File: src/hdl/assert_macros.svh
// ----------------------------------------------------------------------------
// assert_macros.svh
// concurrent assertion macros, empty when synthesized
// ----------------------------------------------------------------------------
`ifndef ASSERT_MACROS_SVH
`define ASSERT_MACROS_SVH

`ifndef SYNTHESIS
// property must hold at every rising clock edge outside reset
`define C3F_ASSERT(lbl, ck, rs, prop) \
  lbl: assert property (@(posedge ck) disable iff (rs) prop) \
    else $error("c3f assertion failed");
// expression must never be true outside reset
`define C3F_ASSERT_NEVER(lbl, ck, rs, expr) \
  lbl: assert property (@(posedge ck) disable iff (rs) !(expr)) \
    else $error("c3f forbidden condition seen");
`else
`define C3F_ASSERT(lbl, ck, rs, prop)
`define C3F_ASSERT_NEVER(lbl, ck, rs, expr)
`endif

`endif

File: src/hdl/c3f_pkg.sv
// ----------------------------------------------------------------------------
// c3f_pkg
// shared types and constants of the 3x3 convolution filter
// ----------------------------------------------------------------------------
package c3f_pkg;

  localparam int DEF_MAX_WIDTH       = 1024;
  localparam int DEF_COEFF_FRAC_BITS = 12;

  localparam int PIX_W      = 8;
  localparam int COEFF_W    = 16;
  localparam int PROD_W     = 24;
  localparam int ROW_SUM_W  = 26;
  localparam int SUM_W      = 28;
  localparam int ROW_W      = 12;
  localparam int TAPS       = 3;

  localparam int FRAME_WIDTH_W  = 11;
  localparam int FRAME_HEIGHT_W = 13;
  localparam int MAX_HEIGHT     = 4096;
  localparam int MIN_DIM        = 3;
  localparam int FIRST_INTERIOR = 2;
  localparam int PIX_MAX        = 255;

  localparam int CFG_IDX_W  = 3;
  localparam int CFG_DATA_W = 48;

  localparam logic [FRAME_WIDTH_W-1:0]  FRAME_WIDTH_RESET  = 11'd640;
  localparam logic [FRAME_HEIGHT_W-1:0] FRAME_HEIGHT_RESET = 13'd480;
  localparam logic [CFG_DATA_W-1:0]     COEFF_ROW_RESET    = 48'h01C7_01C7_01C7;

  typedef enum logic [CFG_IDX_W-1:0] {
    REG_FRAME_WIDTH  = 3'd0,
    REG_FRAME_HEIGHT = 3'd1,
    REG_COEFF_TOP    = 3'd2,
    REG_COEFF_MID    = 3'd3,
    REG_COEFF_BOTTOM = 3'd4
  } cfg_reg_t;

  typedef struct packed {
    logic shift;
    logic load;
  } cell_ctrl_t;

endpackage

File: src/hdl/c3f_cell.sv
// ----------------------------------------------------------------------------
// c3f_cell
// one window tap: holds a pixel, hands it left, registers pixel times coeff
// ----------------------------------------------------------------------------
module c3f_cell (
  input  logic                                clk,
  input  c3f_pkg::cell_ctrl_t                 ctrl,
  input  logic [c3f_pkg::PIX_W-1:0]           pix_in,
  input  logic signed [c3f_pkg::COEFF_W-1:0]  coeff,
  output logic [c3f_pkg::PIX_W-1:0]           pix,
  output logic signed [c3f_pkg::PROD_W-1:0]   prod
);
  import c3f_pkg::*;

  logic signed [PIX_W:0]    pix_s;
  logic signed [PROD_W-1:0] mul;

  assign pix_s = {1'b0, pix};
  assign mul   = PROD_W'(pix_s) * PROD_W'(coeff);

  always_ff @(posedge clk) begin
    if (ctrl.shift) begin
      pix <= pix_in;
    end
    if (ctrl.load) begin
      prod <= mul;
    end
  end

endmodule

File: config.mk
export PLATFORM = sky130hd
export DESIGN_NAME = c3f_cell
export DESIGN_NICKNAME = d
export VERILOG_FILES = /design/src/hdl/assert_macros.svh /design/src/hdl/c3f_pkg.sv /design/src/hdl/c3f_cell.sv
export SDC_FILE = /design/constraint.sdc
export NUM_CORES = 1
export LEC_CHECK = 0
export ABC_CLOCK_PERIOD_IN_PS = 6880
export BUFFER_PORTS_ARGS = -buffer_cell sky130_fd_sc_hd__buf_2
export CORE_ASPECT_RATIO = 0.5
export CORE_MARGIN = 2
export CORE_UTILIZATION = 61
export DETAILED_ROUTE_END_ITERATION = 16
export GPL_ROUTABILITY_DRIVEN = 0
export PLACE_DENSITY = 0.94
export SLEW_MARGIN = 10
export SYNTH_ARGS = -nofsm -noshare
export SYNTH_HDL_FRONTEND = slang
export SYNTH_SLANG_ARGS = --single-unit
File: constraint.sdc
create_clock -name clk -period 6.88 [get_ports clk]
set_clock_uncertainty 0.15 [all_clocks]
set_input_delay 1.376 -clock clk [delete_from_list [all_inputs] [get_ports clk]]
set_output_delay 1.376 -clock clk [all_outputs]
set_load 0.03 [all_outputs]
# == Word-level counts from Yosys, hierarchy flattened ==
# Cells that the tools add are included.
# word_totals
register_bits,32
inputBits,27
output_inout_bits,32
wordCells,3
# op_classes
mul,1
# ops
operator,n
multiplier 9 x 16 -> 24 bit,1

# == Depth between registers and ports, before layout ==
# depth
word_depth,1
depth_mapped,18
ltp_nobuf,17

# == Worst setup path after synthesis ==
# Ideal clock, no wire load.
# synth_path
kind,input to register
start,input port coeff[9] in the netlist's numbering
end,"register prod[22] in the netlist's numbering, data pin"
arrival_time_ns,5.040
t_required_ns,6.468
slack_ns,1.428
cell_stages,15
n_path_buf,0
cell_sequence,nand2_1 > fa_1 > inv_1 > fa_1 > fa_1 > inv_1 > fa_1 > inv_1 > ha_1 > and3_1 > a221oi_2 > a21oi_2 > a211oi_2 > o21ai_1 > xor2_1
# synth_between
elab_chain_len,1
# synth_lines
item,line_no,source
start: declaration,c3f_cell.sv:9,"input logic signed [c3f_pkg::COEFF_W-1:0] coeff,"
multiplier 9 x 16 -> 24 bit,c3f_cell.sv:19,assign mul = PROD_W'(pix_s) * PROD_W'(coeff);
net mul[22],c3f_cell.sv:16,logic signed [PROD_W-1:0] mul;
end signal: assignment,c3f_cell.sv:26,prod <= mul;
end: declaration,c3f_cell.sv:11,output logic signed [c3f_pkg::PROD_W-1:0] prod
# The timed path passes the listed nets, and every way through them passes these cells.
# A chain may end at the register's enable or synchronous reset.

# == Worst setup path after layout ==
# Ends and elaborated chain as after synthesis.

==> results.json <==
{
  "synthMuxAreaShare": 0,
  "maxCapViolations": 0,
  "r2r_slack_ns": 1.66,
  "routed_wl_um": 11600,
  "fp.dieW_um": 139,
  "final_cells": 746,
  "fin_ws_ns": 1.20,
  "portBuffers": 58,
  "path_buf_inv": 4,
  "path_common_cell": "fa_1",
  "final_common_cell": "inv_1",
  "num_io_pins": 59,
  "rr_worst_depth": 15,
  "dpl.hpwl_um": 9270,
  "cp.arrival_ns": 5.56,
  "required_ns": 6.77,
  "crit_slowest_cell": "fa_1",
  "core_mm2": 0.00877,
  "dieArea_mm2": 0.00990,
  "critPathMaxFanout": 8,
  "cts_buffers": 5,
  "antenna_found_initial": 0,
  "dp_cells": 739,
  "tightest_slew_ns": 0.676,
  "dr_wl_met2_um": 6290,
  "status": "finished, final reports clean",
  "cts.hold.buffers_added": 0,
  "grt_pass1_vias": 4561,
  "dpl_cell_area_mm2": 0.00594,
  "path_class": "in -> reg",
  "first_pass_iters": 5,
  "yosysWarnings": 0,
  "avgSynthCellArea_um2": 9.67,
  "p_per_area_mw_per_mm2": 474,
  "routed_via_density": 5.40,
  "crit_path_end_kind": "register",
  "cts_setup_buffers": 0,
  "maxSlewViolCount": 0,
  "yosysSeqAreaShare": 0.173,
  "synth-edff-count": 32,
  "drt-met1-wl_um": 4510,
  "timing.rr.end": "prod[22]",
  "clk_path_buf_depth": 2,
  "whs_path_depth": 1,
  "dr_total_vias": 4026,
  "setup_viol": 0,
  "final.fill_count": 623,
  "wl_met3_um": 480,
  "totalPowerFinal_mw": 2.88,
  "leakage_nw": 3.20,
  "hold_slack_ns": 0.892,
  "final_area_mm2": 0.00607,
  "hp-start": "pix[0]",
  "clkSinkCount": 32,
  "finalHoldViolations": 0,
  "grt_usage": 0.258,
  "min_to": "prod[0]",
  "fp.dieH_um": 71.4,
  "grt_pass1_wl_um": 20200,
  "synthAdderAreaFrac": 0.468,
  "synth-compound-area-share": 0.0714,
  "grt_max_degree": 25,
  "syn2layout_area_growth_pct": 9.67,
  "ir_drop_v": 0.000489,
  "syn_inst": 573,
  "syn_nets": 747,
  "synth_simple_gate_area_frac": 0.138,
  "ys_types": 37,
  "drtAntennaViolNets": 0,
  "ctsRootBufferMaster": "clkbuf_16",
  "drtIter0Drc": 321,
  "min_period_ns": 5.68,
  "multiInputGateArea_mm2": 0.00395,
  "regArea_um2": 961,
  "drc": 0,
  "drive_gt1_frac": 0.119,
  "synth_area_mm2": 0.00554,
  "clk_pin_slew_ns": 0.06,
  "worstHoldPathType": "reg -> reg",
  "cp-start-kind": "primary input",
  "cts_tree": "built",
  "ctsResizeCount": 0,
  "final_cell_mix": "inv_1, fa_1, nand2_1, buf_2, and2_1",
  "ctsHtreeMaxLevel": 2,
  "fin_setup_tns_ns": 0,
  "routed.top_layer": "met4",
  "antenna_cells": 0,
  "synthArstFlopShare": 0,
  "overflow": 0,
  "fin_util": 0.693,
  "cp_top_family": "adder cells",
  "wire_per_inst_um": 15.6,
  "initial_core_util": 0.632,
  "max_stage_delay_ns": 0.57,
  "fin_nets": 803,
  "synth-xor-area-share": 0.0364,
  "fmax_ghz": 0.176,
  "r2r_start": "pix[0]",
  "synth_top_family_by_area": "adder cells",
  "synth.ff_latch_count": 32,
  "synthFlopType": "edfxtp_1",
  "rsz0062_at_grt": "no",
  "worstSkewPairLatency_ns": 0.28,
  "path_cells": "buf_2 -> nand2_1 -> fa_1 -> inv_1 -> fa_1 -> fa_1 -> inv_1 -> fa_1 -> inv_1 -> ha_1 -> and3_1 -> a221oi_2 -> a21oi_2 -> a211oi_2 -> o21ai_1 -> xor2_1",
  "period_share": 0.825,
  "rows": 24,
  "slew_headroom": 0.549,
  "preCtsSetupSlack_ns": 0.916
}
layer usage:
| layer | vias to the layer above | GRT usage |
|---|---|---|
| met2 | 124 | 0.489 |
| met4 | 0 | 0.121 |
| li1 | 1832 | - |
| met1 | 2036 | 0.296 |
| met5 | - | 0 |
| met3 | 34 | 0.0374 |
cells in the mapped netlist (all sizes together) (2+ instances only):
| master | n | share of area |
|---|---|---|
| nand2b | 4 | 0.0045 |
| edfxtp | 32 | 0.17 |
| ha | 47 | 0.11 |
| xnor2 | 14 | 0.022 |
| a211oi | 2 | 0.0045 |
| nand4 | 2 | 0.0023 |
| inv | 158 | 0.11 |
| o211ai | 4 | 0.0072 |
| xor2 | 9 | 0.014 |
| a221oi | 2 | 0.0075 |
| and2 | 56 | 0.063 |
| clkbuf | 9 | 0.0061 |
| nor2 | 6 | 0.0041 |
| o21ai | 11 | 0.011 |
| nand3 | 2 | 0.0018 |
| nor2b | 2 | 0.0023 |
| nand2 | 78 | 0.053 |
| fa | 100 | 0.36 |
| a21oi | 15 | 0.015 |
| a21o | 7 | 0.0095 |
| nor3 | 2 | 0.0018 |
kinds of logic (layout without fill, tap and decap cells):
family,Yosys count,count (layout)
buffers and inverters,167,223
DFF,32,32
xor gates and xnor gates,23,23
adders and majority gates,147,147
AOI/OAI and AO/OA,48,48
and+or+nand+nor,156,156
worst reg2reg max path: stages (launching register included):
cell	delay, ns
edfxtp_1	0.72
nand2_1	0.18
fa_1	0.57
inv_1	0.06
fa_1	0.50
fa_1	0.56
inv_1	0.05
fa_1	0.48
inv_1	0.05
ha_1	0.34
and3_1	0.21
a221oi_2	0.38
a21oi_2	0.17
a211oi_2	0.30
o21ai_1	0.12
xor2_1	0.14
flip-flops by register name (all words and copies together) (netlist names):
signal  flops
prod       24
pix         8
worst max-delay path by stage:
stage / slack [ns] / endpoint / cells past startpoint / from
6_report: 1.20 / prod[22] / 16 / coeff[9]
5_1_grt: 1.02 / prod[22] / 16 / coeff[9]
4_1_cts: 1.20 / prod[22] / 16 / coeff[9]
3_5_place_dp: 0.92 / prod[22] / 16 / coeff[7]
3_3_place_gp: 1.07 / prod[22] / 16 / coeff[9]
2_1_floorplan: 1.43 / prod[22] / 15 / coeff[9]
final cells by class:
class / count / area share
clock inverter: 2 / 0.00124
clock buffer: 5 / 0.0206
timing repair buffer: 58 / 0.0478
sequential: 32 / 0.158
tap: 117 / 0.0241
inverter: 158 / 0.0976
multi-input combinational: 374 / 0.650
power by group:
group	internal (mW)	leakage [nW]	switching (mW)
registers	0.395	0.314	0.0345
clock network	0.130	0.0648	0.0852
logic	0.910	2.82	1.32
total	1.43	3.20	1.44
No activity file was read; power rests on OpenSTA's default activity.
